[config.mk]
export PLATFORM = sky130hd
export DESIGN_NAME = perfect_number_check
export DESIGN_NICKNAME = d
export VERILOG_FILES = /design/src/hdl/pnc_pkg.sv /design/src/hdl/pnc_dp.sv /design/src/hdl/pnc_ctrl.sv /design/src/hdl/perfect_number_check.sv
export SDC_FILE = /design/constraint.sdc
export NUM_CORES = 1
export LEC_CHECK = 0
export ABC_AREA = 1
export BUFFER_PORTS_ARGS = -buffer_cell sky130_fd_sc_hd__clkbuf_2
export CORE_ASPECT_RATIO = 0.75
export CORE_MARGIN = 1
export CORE_UTILIZATION = 25
export DETAILED_ROUTE_END_ITERATION = 10
export PLACE_DENSITY = 0.37
export SYNTH_ARGS = -nofsm -noshare
export SYNTH_HDL_FRONTEND = slang
export SYNTH_SLANG_ARGS = --single-unit
[constraint.sdc]
create_clock -name clk_i -period 4.41 [get_ports clk_i]
set_clock_uncertainty 0.15 [all_clocks]
set_input_delay 1.323 -clock clk_i [delete_from_list [all_inputs] [get_ports clk_i]]
set_output_delay 1.323 -clock clk_i [all_outputs]
set_load 0.05 [all_outputs]
[src/hdl/pnc_pkg.sv]
// Shared widths and the controller-to-datapath command and status types.
package pnc_pkg;

  localparam int unsigned NumberBits = 16;
  localparam int unsigned SumBits    = 20;
  localparam int unsigned CountBits  = $clog2(NumberBits);

  // Commands from the controller to the datapath.
  typedef struct packed {
    logic load;      // capture the number and start the first trial division
    logic div_step;  // one restoring-division bit step
    logic accum;     // unless stop: add the divisor pair if d divides n, start the next trial division
    logic publish;   // move the finished result into the output register
  } cmd_t;

  // Status from the datapath to the controller.
  typedef struct packed {
    logic div_last;  // the current division step is the final one
    logic stop;      // the trial divisor has passed the square root
    logic out_busy;  // the output register holds a result that is stalled
  } status_t;

endpackage

[src/hdl/pnc_dp.sv]
// Datapath: trial divisor, bit-serial remainder unit, divisor sum and output register.
module pnc_dp (
  input  logic                         clk_i,
  input  logic                         rst_ni,
  input  pnc_pkg::cmd_t                cmd_i,
  output pnc_pkg::status_t             status_o,
  input  logic [pnc_pkg::NumberBits-1:0] number_i,
  output logic                         out_valid_o,
  input  logic                         out_stall_i,
  output logic                         is_perfect_o,
  output logic [pnc_pkg::SumBits-1:0]  divisor_sum_o
);

  logic [pnc_pkg::NumberBits-1:0] n_q, d_q, rem_q, quo_q;
  logic [pnc_pkg::NumberBits-1:0] n_d, d_d, rem_d, quo_d;
  logic [pnc_pkg::CountBits-1:0]  cnt_q, cnt_d;
  logic [pnc_pkg::SumBits-1:0]    sum_q, sum_d;
  logic                           out_valid_q, out_valid_d;
  logic                           perfect_q, perfect_d;
  logic [pnc_pkg::SumBits-1:0]    res_q, res_d;

  logic [pnc_pkg::NumberBits:0]   trial;
  logic [pnc_pkg::NumberBits:0]   trial_diff;
  logic                           fits;
  logic [pnc_pkg::SumBits-1:0]    pair_add;
  logic [pnc_pkg::SumBits-1:0]    proper_sum;
  logic [pnc_pkg::SumBits-1:0]    n_wide;

  // One restoring step: bring down the next dividend bit and try to subtract.
  assign trial      = {rem_q, n_q[cnt_q]};
  assign trial_diff = trial - {1'b0, d_q};
  assign fits       = (trial >= {1'b0, d_q});

  // Divisor d and its partner n/d; the partner is skipped when it equals d.
  assign pair_add = pnc_pkg::SumBits'(d_q)
                  + ((quo_q != d_q) ? pnc_pkg::SumBits'(quo_q) : '0);

  assign n_wide     = pnc_pkg::SumBits'(n_q);
  assign proper_sum = sum_q - n_wide;

  assign status_o.div_last = (cnt_q == '0);
  assign status_o.stop     = (d_q > quo_q);
  assign status_o.out_busy = out_valid_q & out_stall_i;

  always_comb begin
    n_d         = n_q;
    d_d         = d_q;
    rem_d       = rem_q;
    quo_d       = quo_q;
    cnt_d       = cnt_q;
    sum_d       = sum_q;
    perfect_d   = perfect_q;
    res_d       = res_q;
    out_valid_d = out_valid_q & out_stall_i;
    if (cmd_i.load) begin
      n_d   = number_i;
      d_d   = pnc_pkg::NumberBits'(1);
      rem_d = '0;
      quo_d = '0;
      cnt_d = pnc_pkg::CountBits'(pnc_pkg::NumberBits - 1);
      sum_d = '0;
    end
    if (cmd_i.div_step) begin
      rem_d = fits ? trial_diff[pnc_pkg::NumberBits-1:0] : trial[pnc_pkg::NumberBits-1:0];
      quo_d = {quo_q[pnc_pkg::NumberBits-2:0], fits};
      cnt_d = cnt_q - pnc_pkg::CountBits'(1);
    end
    if (cmd_i.accum && !status_o.stop) begin
      if (rem_q == '0) begin
        sum_d = sum_q + pair_add;
      end
      d_d   = d_q + pnc_pkg::NumberBits'(1);
      rem_d = '0;
      quo_d = '0;
      cnt_d = pnc_pkg::CountBits'(pnc_pkg::NumberBits - 1);
    end
    if (cmd_i.publish) begin
      res_d       = proper_sum;
      perfect_d   = (n_q >= pnc_pkg::NumberBits'(2)) && (proper_sum == n_wide);
      out_valid_d = 1'b1;
    end
  end

  always_ff @(posedge clk_i or negedge rst_ni) begin
    if (!rst_ni) begin
      out_valid_q <= 1'b0;
    end else begin
      out_valid_q <= out_valid_d;
    end
  end

  always_ff @(posedge clk_i) begin
    n_q       <= n_d;
    d_q       <= d_d;
    rem_q     <= rem_d;
    quo_q     <= quo_d;
    cnt_q     <= cnt_d;
    sum_q     <= sum_d;
    perfect_q <= perfect_d;
    res_q     <= res_d;
  end

  assign out_valid_o   = out_valid_q;
  assign is_perfect_o  = perfect_q;
  assign divisor_sum_o = res_q;

  // A new result must never overwrite one that is still stalled at the output.
  a_no_overwrite: assert property (@(posedge clk_i) disable iff (!rst_ni)
    cmd_i.publish |-> !(out_valid_q && out_stall_i))
    else $error("result published over a stalled output");

endmodule

[src/hdl/pnc_ctrl.sv]
// Controller: sequences loading, trial divisions, accumulation and publishing.
module pnc_ctrl (
  input  logic             clk_i,
  input  logic             rst_ni,
  input  logic             in_valid_i,
  output logic             in_stall_o,
  input  pnc_pkg::status_t status_i,
  output pnc_pkg::cmd_t    cmd_o
);

  typedef enum logic [3:0] {
    S_IDLE = 4'b0001,
    S_DIV  = 4'b0010,
    S_ACC  = 4'b0100,
    S_FIN  = 4'b1000
  } state_e;

  state_e state_q, state_d;
  logic   accept;

  assign in_stall_o = (state_q != S_IDLE);
  assign accept     = in_valid_i && !in_stall_o;

  always_comb begin
    state_d = state_q;
    cmd_o   = '0;
    case (state_q)
      S_IDLE: begin
        if (in_valid_i) begin
          cmd_o.load = 1'b1;
          state_d    = S_DIV;
        end
      end
      S_DIV: begin
        cmd_o.div_step = 1'b1;
        if (status_i.div_last) begin
          state_d = S_ACC;
        end
      end
      S_ACC: begin
        cmd_o.accum = 1'b1;
        state_d     = status_i.stop ? S_FIN : S_DIV;
      end
      S_FIN: begin
        if (!status_i.out_busy) begin
          cmd_o.publish = 1'b1;
          state_d       = S_IDLE;
        end
      end
      default: begin
        state_d = S_IDLE;
      end
    endcase
  end

  always_ff @(posedge clk_i or negedge rst_ni) begin
    if (!rst_ni) begin
      state_q <= S_IDLE;
    end else begin
      state_q <= state_d;
    end
  end

  a_accept_starts: assert property (@(posedge clk_i) disable iff (!rst_ni)
    accept |=> (state_q == S_DIV))
    else $error("accepted number did not start a division");

  a_acc_after_div: assert property (@(posedge clk_i) disable iff (!rst_ni)
    (state_q == S_ACC) |-> $past(state_q == S_DIV && status_i.div_last))
    else $error("accumulate step without a finished division");

  a_publish_to_idle: assert property (@(posedge clk_i) disable iff (!rst_ni)
    cmd_o.publish |=> (state_q == S_IDLE))
    else $error("controller did not return to idle after publishing");

endmodule

[src/hdl/perfect_number_check.sv]
// Top level of the perfect number checker: controller plus datapath.
//
// Each transfer on the input channel brings one 16-bit unsigned number; the
// block returns one transfer with the sum of its proper divisors (divisor 1
// included, the number itself excluded) and a flag that is set when that sum
// equals the number. Zero and one give a sum of 0 and are never perfect.
// Divisors are found in pairs d and n/d, trying d = 1, 2, 3, ... until d
// exceeds n/d, so about sqrt(n) + 1 trial divisors are run. Each trial is a
// restoring division done one bit per cycle in a single shared remainder unit,
// followed by an accumulate step, so the run time of a number grows with
// floor(sqrt(n)) + 1, plus any output stall, and is longest for any n from
// 65025 up to 65535. One number is worked on at a time; input stall is low
// only while the controller is idle. The result sits in an output register,
// so a new number is accepted as soon as the previous result has been
// published, even if that result is still waiting to be taken.
module perfect_number_check (
  input  logic                            clk_i,
  input  logic                            rst_ni,
  input  logic                            in_valid_i,
  output logic                            in_stall_o,
  input  logic [pnc_pkg::NumberBits-1:0]  number_i,
  output logic                            out_valid_o,
  input  logic                            out_stall_i,
  output logic                            is_perfect_o,
  output logic [pnc_pkg::SumBits-1:0]     divisor_sum_o
);

  pnc_pkg::cmd_t    cmd;
  pnc_pkg::status_t status;

  // The controller only steps through the phases; all arithmetic lives in the
  // datapath.
  pnc_ctrl u_ctrl (
    .clk_i      (clk_i),
    .rst_ni     (rst_ni),
    .in_valid_i (in_valid_i),
    .in_stall_o (in_stall_o),
    .status_i   (status),
    .cmd_o      (cmd)
  );

  pnc_dp u_dp (
    .clk_i         (clk_i),
    .rst_ni        (rst_ni),
    .cmd_i         (cmd),
    .status_o      (status),
    .number_i      (number_i),
    .out_valid_o   (out_valid_o),
    .out_stall_i   (out_stall_i),
    .is_perfect_o  (is_perfect_o),
    .divisor_sum_o (divisor_sum_o)
  );

endmodule

==> results.md <==
- Number of global-route vias before repair: 7508
- Final Setup Violations: 0
- Compound-gate portion of the synthesized area: 10.9%
- Critical Path Sink Type: register
- Simple-gate share of the synthesized area: 31.6%
- Most frequent cells in the layout: nand2_1 (343), inv_1 (158), nand3_1 (114), nor2_1 (103), a21oi_1 (91)
- Mapped Area: 8870 um2
- Critical Path RT: 4.58 ns
- Slowest Stage Delay on Critical Path: 0.48 ns
- Register area share after synthesis: 32.0%
- Max-cap check violation count: 0
- First-pass GRT wire length: 42800 um
- Worst Hold Class: register to register
- GRT overflow: 0
- Most frequent CP cell: nand2_1
- CTS buffer count: 17
- First-pass DRT Iterations: 11
- Crit-path cells: ha_1, nand2_1, inv_1, nand3_1, nor3_4, nand2_1, inv_1, nor2_1, fa_1, ha_1, inv_1, fa_1, o21ai_2, nand3_1, nand3_1, nand2_1, o211ai_1, nand2_1, nand2_1, nand2_1, nand2_1, o21ai_0
- Via-to-Cell Ratio: 4.54
- Initial DRC count: 581
- Fin. max-slew vios: 0
- Initial antenna violation count: 0
- Post-synth ARST share: 4.39%
- Largest net degree at the start of global routing: 34
- CTS sink count: 114
- Critical Path AT: 4.29 ns
- I/O Buffers: 42
- Post-Synth Adder-Cell Area: 13.6%
- Post-route setup TNS: 0 ns
- Core Region: 34800 um2
- Status: finished with violations
- Die ar.: 36200 um2
- EDFF count, synth: 53
- Failing checks: DRC
- Mux contribution to synthesized area: 0%
- Via count: 7992
- Flops & latches, synth: 114
- Layout cells sized above 1: 12.3%
- Layout area overhead: 17.1%
- Most common cell after layout, fill and taps aside: nand2_1
- Avg Synthesized Cell Area: 7.22 um2
- Reg clk slew, reported paths: 0.06 ns
- Worst Max-Slew Pin Slew: 0.662 ns
- CTS tree: done
- Tmin final: 4.12 ns
- DR DRC count: 2
- Hpwl dp: 21500 um
- FMAX: 0.243 GHz
- Fin. Hold Viols: 0
- Synth Net Count: 1333
- Largest family of logic cells by synthesized area: simple AND/OR/NAND/NOR gates
- Root buf cell: clkbuf_16
- Relative slew slack: 55.8%
- Worst Reg2Reg Path Length in Cells: 22
- Max VDD drop: 0.000309 V
- H-tree depth: 4
- Clock Latency Late Sink: 0.44 ns
- Ys flop type: dfxtp_1
- Hold buffers post-CTS: 0
- Standard-cell rows: 59
- Post-synth cell types: 56
- Leak Pwr: 4.84 nW
- Die Ht: 165 um
- Fin nets: 1396
- Post-detailed-routing wire length: 27100 um
- Post-Syn Instances: 1228
- Cell Pwr Density: 531 nW/um2
- Layout Utilization: 29.8%
- CP max FO: 4
- Critical path's slowest cell: fa_1
- RSZ-0062 raised after global routing: false
- Die W: 220 um
- Drt wl/cell: 15.4 um
- Placer Congestion: 0.848
- Worst Setup Path Type: register to register
- Initial core utilization: 25.5%
- Maximum clock insertion buffer count: 2
- Final ANT Viol Nets: 0
- Ant diodes: 0
- IO Pins: 43
- Worst hold path cell count: 2
- Global Route Usage Sum: 15.6%
- Setup crit start kind: register
- Post-Synth XOR/XNOR Area: 2.96%
- Synth warnings: 0
- Crit share post-route: 93.4%
-- where the power goes --
part	switching (mW)	leakage, nW	total (mW)	internal, mW
clock network	0.543	0.333	1.63	1.09
registers	0.153	1.00	1.47	1.31
logic	1.62	3.50	2.42	0.796
total	2.32	4.84	5.52	3.20
-- critical path, delay by kind of cell, from the launching register on --
family	cells	cell delay, ns
flops	1	0.39
compound gates	3	0.43
simple gates	12	1.29
buf+inv	3	0.30
fa+ha+maj	4	1.45
-- logic make-up (layout without fill, tap and decap cells) --
kind of cell             after synthesis  count (layout)
AO/OA/AOI/OAI                        175             175
XOR/XNOR                              30              30
adder cells (fa/ha/maj)               85              85
buffers and inverters                189             265
flip-flops                           114             114
AND/OR/NAND/NOR                      635             635
-- cell usage after synthesis (3+ instances only) --
library cell,n,area [um2]
a21o_1,5,37.5
a21oi_1,92,460
a21oi_2,6,52.6
buf_2,12,60.1
buf_6,3,33.8
clkbuf_1,4,15.0
dfrtp_1,4,100
dfxtp_1,56,1120
edfxtp_1,53,1590
fa_1,19,380
ha_1,66,826
inv_1,158,593
inv_2,5,18.8
nand2_1,343,1290
nand2_2,10,62.6
nand3_1,114,571
nand3_2,12,120
nand3b_1,5,37.5
nand4_1,14,87.6
nor2_1,103,387
nor2_2,7,43.8
nor3_1,10,50.1
nor3_2,3,30.0
o211ai_1,4,30.0
o21ai_0,46,230
o21ai_1,6,30.0
o21ai_2,3,26.3
xnor2_1,14,123
xor2_1,16,140
-- per-layer routing --
| layer | up-vias | wire (um) | GRT usage [%] |
|---|---|---|---|
| met5 | - | 0 | 0 |
| li1 | 4170 | - | - |
| met1 | 3657 | 15800 | 25.4 |
| met4 | 0 | 246 | 4.04 |
| met2 | 147 | 9950 | 20.0 |
| met3 | 18 | 1160 | 2.67 |
-- registers in the layout (all words and copies together) (netlist names), 4 cells and up --
register and cells:
u_ctrl.state_q 4, u_dp.cnt_q 4, u_dp.d_q 16, u_dp.divisor_sum_o 20
u_dp.n_q 16, u_dp.quo_q 16, u_dp.rem_q 16, u_dp.sum_q 20
-- layout make-up --
type,instances,area (um2)
fillers,3849,24500
clock buffers,19,453
clock inverters,13,229
flip-flops and latches,114,2840
inverters,164,616
multi-input cells,925,5250
well taps,457,572
repair buffers,69,425
-- per-stage QoR --
| stage | instance area [um2] | total power, mW | std cells | hold slack (ns) | setup slack (ns) |
|---|---|---|---|---|---|
| floorplan | 8870 | 3.24 | 1228 | 0.276 | 0.640 |
| global route | 10400 | 5.96 | 1761 | 0.333 | 0.0130 |
| global placement | 9690 | 3.92 | 1728 | 0.291 | 0.269 |
| finish | 10400 | 5.52 | 1761 | 0.309 | 0.292 |
| detailed placement | 9690 | 3.90 | 1728 | 0.303 | 0.228 |
| CTS | 10400 | 5.58 | 1760 | 0.312 | 0.202 |
-- path summary, 6_finish.rpt --
kind	end	slack, ns	start
max	u_dp.sum_q[17]	0.29	u_dp.d_q[15]
min	u_dp.sum_q[19]	0.31	u_dp.sum_q[19]
min reg2reg	u_dp.sum_q[19]	0.31	u_dp.sum_q[19]
max reg2reg	u_dp.sum_q[17]	0.29	u_dp.d_q[15]
min in group asynchronous	u_ctrl.state_q[1]	0.55	rst_ni
max in group asynchronous	u_ctrl.state_q[0]	3.34	rst_ni
-- what timing repair did --
action / CTS / global route
gates resized for setup: 0 / 3
setup buffers: 0 / 1
endpoints found under the setup margin: 0 / 6
Note: power is estimated with default switching activity, not from simulation.
